==> src/hw/rtl/crcz_pkg.sv <==
// Package for the zero-init reflected CRC-32 byte engine.
// Holds the beat type, the polynomial and the byte update function; no dependencies.
package crcz_pkg;

   localparam int unsigned CRC_W  = 32;
   localparam int unsigned BYTE_W = 8;

   localparam logic [CRC_W-1:0] CRC_POLY = 32'hEDB8_8320;
   localparam logic [CRC_W-1:0] CRC_ZERO = '0;

   // One input beat after the input register
   typedef struct packed {
      logic [BYTE_W-1:0] data_byte;
      logic              last_byte;
   } beat_type;

   // Reflected CRC update over one byte: eight shift/xor steps
   function automatic logic [CRC_W-1:0] crc_update_byte(input logic [CRC_W-1:0] crc,
                                                        input logic [BYTE_W-1:0] data);
      logic [CRC_W-1:0] r;
      logic             low;
      r = crc ^ {{(CRC_W-BYTE_W){1'b0}}, data};
      for (int k = 0; k < BYTE_W; k++) begin
         low = r[0];
         r   = r >> 1;
         if (low) begin
            r = r ^ CRC_POLY;
         end
      end
      return r;
   endfunction

endpackage

==> src/hw/rtl/crcz_in_reg.sv <==
// Input register stage of the CRC engine: holds one beat until the core takes it.
// Depends on crcz_pkg.
module crcz_in_reg import crcz_pkg::*; (
   input  logic              clock,
   input  logic              reset,
   input  logic              req_tvalid,
   output logic              req_tready,
   input  logic [7:0]        req_tdata,   // [7:0] data_byte
   input  logic              req_tlast,   // last_byte
   output beat_type          beat,
   output logic              beat_valid,
   input  logic              beat_take
);

   logic     valid_ff, valid_in;
   beat_type beat_ff, beat_in;

   // Free when empty or when the held beat leaves this cycle
   assign req_tready = !valid_ff || beat_take;

   always_comb begin
      valid_in = valid_ff;
      beat_in  = beat_ff;
      if (req_tready) begin
         valid_in = req_tvalid;
         beat_in  = '{data_byte: req_tdata, last_byte: req_tlast};
      end
   end

   always_ff @(posedge clock) begin
      if (reset) begin
         valid_ff <= 1'b0;
      end else begin
         valid_ff <= valid_in;
      end
   end

   // payload, no reset
   always_ff @(posedge clock) begin
      beat_ff <= beat_in;
   end

   assign beat       = beat_ff;
   assign beat_valid = valid_ff;

endmodule

==> src/hw/rtl/crcz_byte_update.sv <==
// Combinational byte step of the CRC engine.
// Depends on crcz_pkg for the polynomial and the update function.
module crcz_byte_update import crcz_pkg::*; (
   input  logic [CRC_W-1:0]  crc_cur,
   input  logic [BYTE_W-1:0] data_byte,
   output logic [CRC_W-1:0]  crc_next
);

   // eight shift/xor steps, flattened to xor trees by synthesis
   assign crc_next = crc_update_byte(crc_cur, data_byte);

endmodule

==> src/hw/rtl/crc32_zero_init_byte_engine.sv <==
// Top level of the reflected CRC-32 byte engine, zero init, no final xor.
// Depends on crcz_pkg, crcz_in_reg and crcz_byte_update.
//
//   channel  direction  tdata                 tuser  tlast
//   req      in         [7:0] data_byte       -      last_byte
//   rsp      out        [31:0] crc_value      -      -
//
// One byte per clock sustained unless a last byte waits for the result slot;
// a last byte passes the input register, then the result register, to rsp.
// The loop through the running CRC register and the byte update sets that rate.
// Reset (synchronous, high) clears both stage valids and the running CRC to zero.
// A stalled rsp holds the result; bytes without the last mark keep flowing,
// and a last byte waits in the input register until the result slot is free.
module crc32_zero_init_byte_engine import crcz_pkg::*; (
   input  logic        clock,
   input  logic        reset,
   input  logic        req_tvalid,
   output logic        req_tready,
   input  logic [7:0]  req_tdata,   // [7:0] data_byte
   input  logic        req_tlast,   // last_byte
   output logic        rsp_tvalid,
   input  logic        rsp_tready,
   output logic [31:0] rsp_tdata    // [31:0] crc_value
);

   beat_type         beat;
   logic             beat_valid;
   logic             beat_take;
   logic [CRC_W-1:0] crc_next;

   logic [CRC_W-1:0] running_crc_ff, running_crc_in;
   logic             rsp_valid_ff, rsp_valid_in;
   logic [CRC_W-1:0] rsp_crc_ff, rsp_crc_in;

   crcz_in_reg u_in_reg (
      .clock      (clock),
      .reset      (reset),
      .req_tvalid (req_tvalid),
      .req_tready (req_tready),
      .req_tdata  (req_tdata),
      .req_tlast  (req_tlast),
      .beat       (beat),
      .beat_valid (beat_valid),
      .beat_take  (beat_take)
   );

   crcz_byte_update u_update (
      .crc_cur   (running_crc_ff),
      .data_byte (beat.data_byte),
      .crc_next  (crc_next)
   );

   // A last beat needs the result slot free or draining
   assign beat_take = beat_valid && !(beat.last_byte && rsp_valid_ff && !rsp_tready);

   // Running CRC: advance per beat, clear after the last one
   always_comb begin
      running_crc_in = running_crc_ff;
      if (beat_take) begin
         running_crc_in = beat.last_byte ? CRC_ZERO : crc_next;
      end
   end

   // Result register
   always_comb begin
      rsp_valid_in = rsp_valid_ff;
      rsp_crc_in   = rsp_crc_ff;
      if (beat_take && beat.last_byte) begin
         rsp_valid_in = 1'b1;
         rsp_crc_in   = crc_next;
      end else if (rsp_tready) begin
         rsp_valid_in = 1'b0;
      end
   end

   always_ff @(posedge clock) begin
      if (reset) begin
         running_crc_ff <= CRC_ZERO;
         rsp_valid_ff   <= 1'b0;
      end else begin
         running_crc_ff <= running_crc_in;
         rsp_valid_ff   <= rsp_valid_in;
      end
   end

   always_ff @(posedge clock) begin
      rsp_crc_ff <= rsp_crc_in;
   end

   assign rsp_tvalid = rsp_valid_ff;
   assign rsp_tdata  = rsp_crc_ff;

endmodule

==> config.mk <==
export PLATFORM = sky130hd
export DESIGN_NAME = crc32_zero_init_byte_engine
export DESIGN_NICKNAME = d
export VERILOG_FILES = /design/src/hw/rtl/crcz_pkg.sv /design/src/hw/rtl/crcz_in_reg.sv /design/src/hw/rtl/crcz_byte_update.sv /design/src/hw/rtl/crc32_zero_init_byte_engine.sv
export SDC_FILE = /design/constraint.sdc
export NUM_CORES = 1
export LEC_CHECK = 0
export ABC_AREA = 1
export BUFFER_PORTS_ARGS = -buffer_cell sky130_fd_sc_hd__clkbuf_2
export CORE_AREA = 2 2 84 86
export DETAILED_ROUTE_END_ITERATION = 8
export DIE_AREA = 0 0 86 88
export PLACE_DENSITY = 0.78
export SLEW_MARGIN = 10
export SYNTH_ARGS = -nofsm -noshare
export SYNTH_HDL_FRONTEND = slang
export SYNTH_SLANG_ARGS = --single-unit
==> constraint.sdc <==
create_clock -name clock -period 2 [get_ports clock]
set_input_delay 0.1 -clock clock [delete_from_list [all_inputs] [get_ports clock]]
set_output_delay 0.1 -clock clock [all_outputs]
set_load 0.02 [all_outputs]
==> results of run 1 <==
synth_stat cells:
master	instances	area, µm²
dfxtp_1	34	680.7
nor2_1	1	3.750
xnor2_1	4	35.03
nand2_2	19	118.9
xor2_4	2	55.05
or2_2	1	6.260
a21oi_1	32	160.2
or2_1	3	18.77
nand2_4	10	112.6
inv_6	1	8.760
nand2b_1	1	6.260
nand2_8	3	60.06
nand4_1	2	12.51
clkbuf_1	7	26.28
buf_2	3	15.01
edfxtp_1	41	1231
inv_1	32	120.1
xnor2_2	1	16.27
nand2_1	142	533.0
nand3_1	20	100.1
a21oi_2	2	17.52
inv_2	7	26.28
xor2_1	32	280.3
and2_1	5	31.28
a31oi_1	1	6.260
xor2_2	6	97.59
worst reg2reg max path, delay by kind of cell, from the launching register on:
family	cells	cell delay (ns)
simple gates	10	1.01
buf+inv	2	0.13
flops	1	0.41
final cells by class:
cell class | instances | area, µm² | area share
repair buffers | 61 | 380.4 | 0.08578
flip-flops and latches | 75 | 1912 | 0.4312
inverters | 40 | 155.1 | 0.03499
multi-input cells | 287 | 1674 | 0.3775
well taps | 80 | 100.1 | 0.02257
clock inverters | 4 | 46.29 | 0.01044
clock buffers | 12 | 166.4 | 0.03753
routing by layer:
metal | vias up | GRT usage
met5 | - | 0
met4 | 0 | 0.1284
met3 | 24 | 0.03864
met2 | 82 | 0.4066
met1 | 1350 | 0.2750
li1 | 1419 | -
final timing paths:
kind | endpoint | slack, ns | cells after the start
max | rsp_tdata[19] | 0.21 | 12
min | rsp_tvalid | 0.20 | 5
max reg2reg | rsp_tdata[19] | 0.21 | 12
min reg2reg | running_crc_ff[19] | 0.48 | 2
power breakdown:
group	internal, W	switching (W)	leakage (nW)
clock	0.000683	0.000548	0.112
sequential	0.00175	0.0000474	0.665
combinational	0.000291	0.000540	1.18
total	0.00272	0.00114	1.95
kinds of logic (layout without fill, tap and decap cells):
| group | count (synthesis) | count (layout) | synth area share |
|---|---|---|---|
| compound gates | 35 | 35 | 0.04866 |
| xor+xnor | 45 | 45 | 0.1281 |
| buf+inv | 50 | 117 | 0.05197 |
| simple gates | 207 | 207 | 0.2655 |
| flops | 75 | 75 | 0.5058 |
metrics by stage:
| stage | hold slack (ns) | power (W) | utilization | cells | setup WS (ns) |
|---|---|---|---|---|---|
| 2_1_floorplan | 0.1989 | 0.002438 | - | 412 | 0.1830 |
| 3_3_place_gp | 0.2777 | 0.002609 | 0.6203 | 533 | 0.2741 |
| 3_5_place_dp | 0.2791 | 0.002635 | 0.6203 | 533 | 0.2461 |
| 4_1_cts | 0.1915 | 0.003870 | 0.6674 | 559 | 0.1999 |
| 5_1_grt | 0.2375 | 0.004028 | 0.6674 | 559 | 0.06422 |
| 6_report | 0.1986 | 0.003855 | 0.6674 | 559 | 0.2074 |
state kept, by name (all words and copies together), names as in the netlist:
name	count
rsp_tdata	32
running_crc_ff	32
u_in_reg.beat	9
rsp_tvalid	1
u_in_reg.beat_valid	1
timing repair:
| action | in CTS | in global routing |
|---|---|---|
| hold buffers | 10 | 0 |
| hold endpoints to repair | 10 | 0 |
| endpoints found under the setup margin | 0 | 0 |
==> run metrics, run 1 <==
status completed; HP Start rsp_tready; depth of the CTS H-tree 3; most common cell after layout, fill and taps aside nand2_1; clk slew on worst S/H paths 0.07 ns; first-pass GRT wire length 13.32 mm; Layout Skew 0.009643 ns; Slew Viols, Final 0; WL met3 342 µm; crit path buf inv count 2; global route overflow 0; Top Metal Used met4; Vias/cell 5.143; DRT iter0 DRCs 137; layout cells sized above 1 0.2484; PortBufs 46; commonest cells after routing, fill and taps aside nand2_1, clkbuf_2, edfxtp_1, dfxtp_1; CP required 2.11 ns; Worst R2R Start u_in_reg.beat[1]; Post-Synthesis Cells 412; TNS Setup 0 ns; RSZ-0062 raised after global routing no; Max VDD drop 487.9 µV; drt drc 0; Worst-Margin Slew 0.7800 ns; largest net degree at the start of global routing 35; Rows 30; Die H 88 µm; Hold Fails Final Rpt 0; die footprint 7568 µm²; critical path launch point u_in_reg.beat[1]; hpwl dp 5.746 mm; met2 routed WL 4.030 mm; final setup vio count 0; latest clock arrival within the worst-skew pair 0.35 ns; clock buffer depth 2; antenna cells 0; CTS tree built; P&R area growth vs syn 17.31%; Critical Path End Type flip-flop; final layout net count 487; GRT Util Overall 0.2332; vias in the first global route 2842; dpl cell area 4121 µm²; CP max stage cell edfxtp_1; synth unique cells 26; largest stage delay on the critical path 0.41 ns; Clock Tree Root clkbuf_8; setup bufs post-CTS 0; Crit path arrival time 1.90 ns; initial antenna violation count 0; Final Critical Period 1.793 ns; Synth Cell Area 3780 µm²; final worst path period share 0.8963; Crit Path Max Fanout 9; critical path class reg2reg; MaxCap Viol Count 0; DRT Pass-1 Iters 4; FILL cells 515; M1 WL 3.398 mm; Initial Util 0.5689; Final ANT Viol Nets 0; register area share after synthesis 0.5058; drt wl/cell 14.44 µm; register bit total from synthesis 75; highest clock rate 0.5578 GHz; Core ar. 6644 µm²; vias 2875; synthesized net count 425; PD cells 869.4 nW/µm²; Hold Path Class in2reg; Synth Area per Inst 9.174 µm²; routed wire length 8.071 mm; RD Place Congestion 0.8475; Worst slew margin 0.4800; TritonCTS Sinks 75; Critical Path Source Type flip-flop; Ys Warns 0; Inserted Clock Buffers 9; Die Wd 86 µm; Crit path top cell by count nand2_1; Leak Pwr 1.954 nW; worst-path cell chain inv_1 > nand2_1 > nand2_4 > nand2_1 > nand2_1 > nand2_1 > nand2_2 > nand2_1 > nand2_1 > nand2_1 > nand2_1 > inv_1; post-CTS sizing 0; IO Count 47; CP top delay family simple AND/OR/NAND/NOR gates; design area 4434 µm²
No activity file was read; power rests on OpenSTA's default activity.
==> run 2, diff against run 1 <==
Settings changed: CORE_AREA 2 2 84 86 to 2 2 116 118, DIE_AREA 0 0 86 88 to 0 0 118 120, PLACE_DENSITY 0.78 to 0.46, RECOVER_POWER set to 50.
==> run 2 against run 1 <==
Clock skew down 0.0013 ns. Clock-buffer cell count up 1. Maximum frequency up 0.85%. Die area up 87%. Cell count up 18%. Flip-flop and latch count unchanged. Via count down 3.1%. Combinational power down 1%. Clock power up 30%. Sequential power about the same. Largest power group unchanged. Critical path type unchanged. Worst setup slack better by 0.015 ns. Global-route usage down 9.9 points.
==> run metrics, run 2 (same netlist as run 1, synthesis figures left out) <==
Rows 42 (was 30); DRT Pass-1 Iters 4 (unchanged); CP required 2.09 ns (was 2.11 ns); DRT iter0 DRCs 160 (was 137); MaxCap Viol Count 0 (unchanged); Vias/cell 4.234 (was 5.143); Power Total 0.004220 W (was 0.003855 W); Hold Fails Final Rpt 0 (unchanged); RSZ-0062 raised after global routing no (unchanged); P&R area growth vs syn 21.52% (was 17.31%); hpwl dp 6.239 mm (was 5.746 mm); Leak Pwr 1.888 nW (was 1.954 nW); PortBufs 46 (unchanged); Final Critical Period 1.777 ns (was 1.793 ns); crit path buf inv count 2 (unchanged); highest clock rate 0.5626 GHz (was 0.5578 GHz); commonest cells after routing, fill and taps aside nand2_1, edfxtp_1, clkbuf_1, dfxtp_1 (was nand2_1, clkbuf_2, edfxtp_1, dfxtp_1); Layout Skew 0.008297 ns (was 0.009643 ns); Worst-Margin Slew 0.6198 ns (was 0.7800 ns); depth of the CTS H-tree 3 (unchanged); IO Count 47 (unchanged); Initial Util 0.2912 (was 0.5689); initial antenna violation count 0 (unchanged); Crit path arrival time 1.87 ns (was 1.90 ns); CTS tree built (unchanged); critical path class reg2reg (unchanged); HP Start rsp_tready (unchanged); Core ar. 12980 µm² (was 6644 µm²); final layout net count 490 (was 487); RD Place Congestion 0.8109 (was 0.8475); TritonCTS Sinks 75 (unchanged); latest clock arrival within the worst-skew pair 0.34 ns (was 0.35 ns); Die H 120 µm (was 88 µm); Die Wd 118 µm (was 86 µm); Worst slew margin 0.5868 (was 0.4800); layout cells sized above 1 0.1639 (was 0.2484); final worst path period share 0.8887 (was 0.8963); Critical Path Source Type flip-flop (unchanged); Max VDD drop 288.2 µV (was 487.9 µV); routed wire length 8.870 mm (was 8.071 mm); worst hold stages 5 (unchanged); vias in the first global route 2698 (was 2842); drt wl/cell 13.48 µm (was 14.44 µm); die footprint 14160 µm² (was 7568 µm²); Final ANT Viol Nets 0 (unchanged); Worst R2R Start u_in_reg.beat[1] (unchanged); Clock Tree Root clkbuf_16 (was clkbuf_8); Inserted Clock Buffers 9 (unchanged); Reg2Reg Depth 12 (unchanged); GRT Util Overall 0.1345 (was 0.2332); PD cells 918.8 nW/µm² (was 869.4 nW/µm²); Hold EP rsp_tvalid (unchanged); CP max stage cell edfxtp_1 (unchanged); largest net degree at the start of global routing 33 (was 35); TNS Setup 0 ns (unchanged); Crit path top cell by count nand2_1 (unchanged); largest stage delay on the critical path 0.41 ns (about the same); r2r setup slk 0.22 ns (was 0.21 ns); global route overflow 0 (unchanged); worst-path cell chain inv_1 > nand2_1 > nand2_2 > nand2_1 > nand2_4 > nand2_2 > nand2_2 > nand2_1 > nand2_1 > nand2_1 > nand2_1 > inv_1 (was inv_1 > nand2_1 > nand2_4 > nand2_1 > nand2_1 > nand2_1 > nand2_2 > nand2_1 > nand2_1 > nand2_1 > nand2_1 > inv_1); clock buffer depth 2 (unchanged); Critical Path End Type flip-flop (unchanged); Hold Path Class in2reg (unchanged); most common cell after layout, fill and taps aside nand2_1 (unchanged); status completed (unchanged); vias 2786 (was 2875); CP top delay family simple AND/OR/NAND/NOR gates (unchanged); drt drc 0 (unchanged); clk slew on worst S/H paths 0.06 ns (was 0.07 ns); final setup vio count 0 (unchanged); worst r2r dst rsp_tdata[19] (unchanged); first-pass GRT wire length 14.37 mm (was 13.32 mm); Slew Viols, Final 0 (unchanged); Crit Path Max Fanout 6 (was 9); antenna cells 0 (unchanged)
-- run 2: how the worst max path moves through the flow --
| stage | slack (ns) | from | cells past startpoint | to |
|---|---|---|---|---|
| 2_1_floorplan | 0.18 | u_in_reg.beat[0] | 6 | rsp_tvalid |
| 3_3_place_gp | 0.20 | u_in_reg.beat[1] | 12 | rsp_tdata[19] |
| 3_5_place_dp | 0.18 | u_in_reg.beat[1] | 12 | rsp_tdata[19] |
| 4_1_cts | 0.16 | u_in_reg.beat[1] | 12 | rsp_tdata[19] |
| 5_1_grt | 0.02 | u_in_reg.beat[1] | 12 | rsp_tdata[19] |
| 6_report | 0.22 | u_in_reg.beat[1] | 12 | rsp_tdata[19] |
-- run 2: layer usage --
layer  wire length, µm  vias up  global-route usage  share of wire
met1              4217     1294              0.1725           0.48
met2              4163       49              0.2177           0.47
met4               182        0             0.05723          0.021
met3               306       12             0.03137          0.034
li1                  -     1431                   -              -
met5                 0        -                   0              0
-- run 2: timing repair --
action,in CTS,in global routing
resized for setup,0,1
hold buffers,10,0
buffers inserted,0,0
setup endpoints to repair,0,2
endpoints found under the hold margin,10,0
-- run 2: worst register-to-register path, cell delays in order (launching register included) --
cell and delay [ns]:
edfxtp_1 0.41, inv_1 0.09, nand2_1 0.06, nand2_2 0.15, nand2_1 0.12, nand2_4 0.17, nand2_2 0.07, nand2_2 0.13
nand2_1 0.09, nand2_1 0.07, nand2_1 0.06, nand2_1 0.07, inv_1 0.05
-- run 2: power by group --
part           leakage [nW]  switching, W  total [W]  internal, W
Combinational          1.08      0.000538   0.000822     0.000284
Sequential            0.665     0.0000456    0.00179      0.00175
Clock                 0.144      0.000607    0.00160     0.000997
Total                  1.89       0.00119    0.00422      0.00303
-- run 2: layout make-up --
class / count / area (µm²)
clock buffer: 13 / 250.2
clock inverter: 3 / 40.04
fill: 1351 / 8387
inverter: 40 / 155.1
multi-input combinational: 287 / 1667
sequential: 75 / 1912
tap: 176 / 220.2
timing repair buffer: 64 / 349.1
-- run 2: per-stage QoR --
step	std cells	util	instance area (µm²)	setup slack, ns	hold WS, ns
global route	658	0.3539	4593	0.01886	0.2675
finish	658	0.3539	4593	0.2225	0.1902
global placement	632	0.3285	4264	0.1977	0.2778
detailed placement	632	0.3285	4264	0.1774	0.2786
CTS	658	0.3586	4654	0.1629	0.1906
floorplan	412	-	3780	0.1830	0.1989
==> run 3, diff against run 2 <==
Settings changed: ABC_AREA 1 to 0, CORE_AREA 2 2 116 118 to 2 2 106 108, DIE_AREA 0 0 118 120 to 0 0 108 110, PLACE_DENSITY 0.46 to 0.47.
==> run 3 against run 2 <==
Non-clock buffer count is 13 higher. Die area is 16% lower. Critical path depth is 7 lower. Final area is 13% lower. Combinational power is 24% higher. Synthesized cell count is 49% lower. Clock-buffer cell count is 3 lower. Worst hold slack worse by 0.11 ns. Sequential power is 5% higher. Flip-flop and latch count stayed put. Power is 5.8% higher. Sequential share of layout area is 6.0 points higher. Critical endpoint is now running_crc_ff[18]. Highest routed layer unchanged.
==> run metrics, run 3 <==
critical path launch point u_in_reg.beat[6] (was u_in_reg.beat[1]); CTS tree built (unchanged); Area contributors post-synth edfxtp_1, dfxtp_1, xnor2_1, xnor2_4, a22o_1 (was edfxtp_1, dfxtp_1, nand2_1, xor2_1, a21oi_1); largest net degree at the start of global routing 22 (was 33); EDFF count, synth 41 (unchanged); DP Worst Slack 0.1084 ns (was 0.1774 ns); most common cell in the netlist edfxtp_1 (was nand2_1); Ys Warns 0 (unchanged); TNS Setup 0 ns (unchanged); drt wl/cell 15.37 µm (was 13.48 µm); status completed (unchanged); depth of the CTS H-tree 3 (unchanged); drt drc 0 (unchanged); CP required 2.23 ns (was 2.09 ns); area of the multi-input gates 1221 µm² (was 1667 µm²); Worst slew margin 0.5450 (was 0.5868); area share of the largest cell type after synthesis 0.3888 (was 0.3257); GRT Util Overall 0.1198 (was 0.1345); Die H 110 µm (was 120 µm); P&R area growth vs syn 26.83% (was 21.52%); Synth Cell Area 3167 µm² (was 3780 µm²); register area share after synthesis 0.6037 (was 0.5058); Hold Fails Final Rpt 0 (unchanged); RD Place Congestion 0.7819 (was 0.8109); synthesized net count 223 (was 425); IO Count 47 (unchanged); final worst path period share 0.9105 (was 0.8887); Worst-Margin Slew 0.6825 ns (was 0.6198 ns); r2r setup slk 0.18 ns (was 0.22 ns); DRT Pass-1 Iters 4 (unchanged); Core ar. 10700 µm² (was 12980 µm²); Crit path arrival time 2.05 ns (was 1.87 ns); final core utilization 0.3754 (was 0.3539); register bit total from synthesis 75 (unchanged); clk slew on worst S/H paths 0.08 ns (was 0.06 ns); ys async rst share 0 (unchanged); Post-Synthesis Cells 210 (was 412); Hold Path Class in2reg (unchanged); Seq. cell area 1912 µm² (unchanged); Setup WS post-layout 0.1790 ns (was 0.2225 ns); latest clock arrival within the worst-skew pair 0.34 ns (about the same); routed wire length 6.717 mm (was 8.870 mm); post-CTS sizing 0 (unchanged); Reg2Reg Depth 5 (was 12); vias in the first global route 1912 (was 2698); dpl cell area 3692 µm² (was 4264 µm²); PortBufs 46 (unchanged); Die Wd 108 µm (was 118 µm); Vias/cell 4.243 (was 4.234); Inserted Clock Buffers 9 (unchanged); final setup vio count 0 (unchanged); Critical Path End Type flip-flop (unchanged); ys flop type edfxtp_1 (unchanged); clock buffer depth 2 (unchanged); hpwl dp 4.771 mm (was 6.239 mm); synth unique cells 21 (was 26); DRT iter0 DRCs 54 (was 160); PD cells 1112 nW/µm² (was 918.8 nW/µm²); RSZ-0062 raised after global routing no (unchanged); Non-Filler Instances 437 (was 658); Clock Tree Root clkbuf_8 (was clkbuf_16); commonest cells after routing, fill and taps aside edfxtp_1, xnor2_1, clkbuf_1, dfxtp_1 (was nand2_1, edfxtp_1, clkbuf_1, dfxtp_1); dpl cells 409 (was 632); critical path class reg2reg (unchanged); design area 4016 µm² (was 4593 µm²); most common cell after layout, fill and taps aside edfxtp_1 (was nand2_1); MaxCap Viol Count 0 (unchanged); Synth Area per Inst 15.08 µm² (was 9.174 µm²); Initial Util 0.2960 (was 0.2912); Worst R2R Start u_in_reg.beat[6] (was u_in_reg.beat[1]); Max VDD drop 445.2 µV (was 288.2 µV); highest clock rate 0.5491 GHz (was 0.5626 GHz); Leak Pwr 1.426 nW (was 1.888 nW); Final Critical Period 1.821 ns (was 1.777 ns); FILL cells 1080 (was 1351); Crit Path Max Fanout 5 (was 6); Slew Viols, Final 0 (unchanged); synth cell count leaders edfxtp_1, xnor2_1, dfxtp_1 (was nand2_1, edfxtp_1, dfxtp_1); antenna cells 0 (unchanged); CP Capture Point running_crc_ff[18] (was rsp_tdata[19]); cell taking the most area after synthesis edfxtp_1 (unchanged); global route overflow 0 (unchanged); die footprint 11880 µm² (was 14160 µm²); Layout Skew 0.008880 ns (was 0.008297 ns); TritonCTS Sinks 75 (unchanged); Final ANT Viol Nets 0 (unchanged); worst r2r dst running_crc_ff[18] (was rsp_tdata[19]); first-pass GRT wire length 10.37 mm (was 14.37 mm); vias 1854 (was 2786); layout cells sized above 1 0.2088 (was 0.1639); initial antenna violation count 0 (unchanged); Critical Path Source Type flip-flop (unchanged); Rows 38 (was 42); final layout net count 305 (was 490)
==> run 3: changes by cell type after synthesis, sizes merged, moves of 2 or more <==
cell | before | now
a21oi | 34 | 3
xnor2 | 5 | 51
nand3 | 20 | 1
nand2 | 174 | 1
or2 | 4 | 0
a22oi | 0 | 15
xor2 | 40 | 19
nor2 | 1 | 17
buf | 3 | 0
inv | 40 | 1
a22o | 0 | 17
and2 | 5 | 0
nand4 | 2 | 0
==> run 3: final cells by class <==
type / instances / area share
sequential: 75 / 0.4760
multi-input combinational: 128 / 0.3040
timing repair buffer: 77 / 0.1072
tap: 140 / 0.04361
clock buffer: 10 / 0.03427
clock inverter: 6 / 0.03396
inverter: 1 / 0.0009346
==> run 3: metrics by stage <==
| stage | power, W | hold slack, ns |
|---|---|---|
| 2_1_floorplan | 0.002647 | 0.1989 |
| 3_3_place_gp | 0.002949 | 0.2789 |
| 3_5_place_dp | 0.002944 | 0.2805 |
| 4_1_cts | 0.004532 | 0.06802 |
| 5_1_grt | 0.004673 | 0.1115 |
| 6_report | 0.004464 | 0.07832 |
==> run 3: power by group <==
group / internal (W) / switching (W) / leakage, nW
registers: 0.00182 / 0.0000690 / 0.665
clock network: 0.000991 / 0.000565 / 0.133
logic: 0.000448 / 0.000575 / 0.628
total: 0.00325 / 0.00121 / 1.43
==> run 3: timing repair <==
action / in CTS / in global routing
setup endpoints to repair: 0 / 3
setup buffers: 0 / 2
endpoints found under the hold margin: 10 / 0
hold buffers: 10 / 0
==> run 3: cells by family (layout without fill, tap and decap cells) <==
group                  Yosys count  in the layout  synth area share
AO/OA/AOI/OAI                   35             35           0.08771
XOR/XNOR                        70             70            0.2695
buffers and inverters            7             94          0.008295
flip-flops                      75             75            0.6037
AND/OR/NAND/NOR                 23             23           0.03082
==> run 3: how the worst min path moves through the flow <==
stage	slack, ns	startpoint	end	depth (start not counted)
2_1_floorplan	0.20	req_tlast	u_in_reg.beat[0]	0
5_1_grt	0.11	rsp_tready	rsp_tvalid	4
3_5_place_dp	0.28	req_tlast	u_in_reg.beat[0]	1
6_report	0.08	rsp_tready	rsp_tvalid	4
4_1_cts	0.07	rsp_tready	rsp_tvalid	4
3_3_place_gp	0.28	req_tdata[3]	u_in_reg.beat[4]	1
==> run 3: critical path, cell delays in order (launching register included) <==
cell and delay (ns):
edfxtp_1 0.46, xnor2_4 0.34, xnor2_4 0.19, xor2_1 0.33
xnor2_1 0.16, a22o_1 0.22
==> run 3: layer usage <==
metal  track usage  vias to the layer above  routed length (µm)
li1              -                      903                   -
met1        0.1526                      897                3102
met2        0.1981                       48                3269
met3       0.03175                        6                 272
met4       0.04121                        0                  72
met5             0                        -                   0
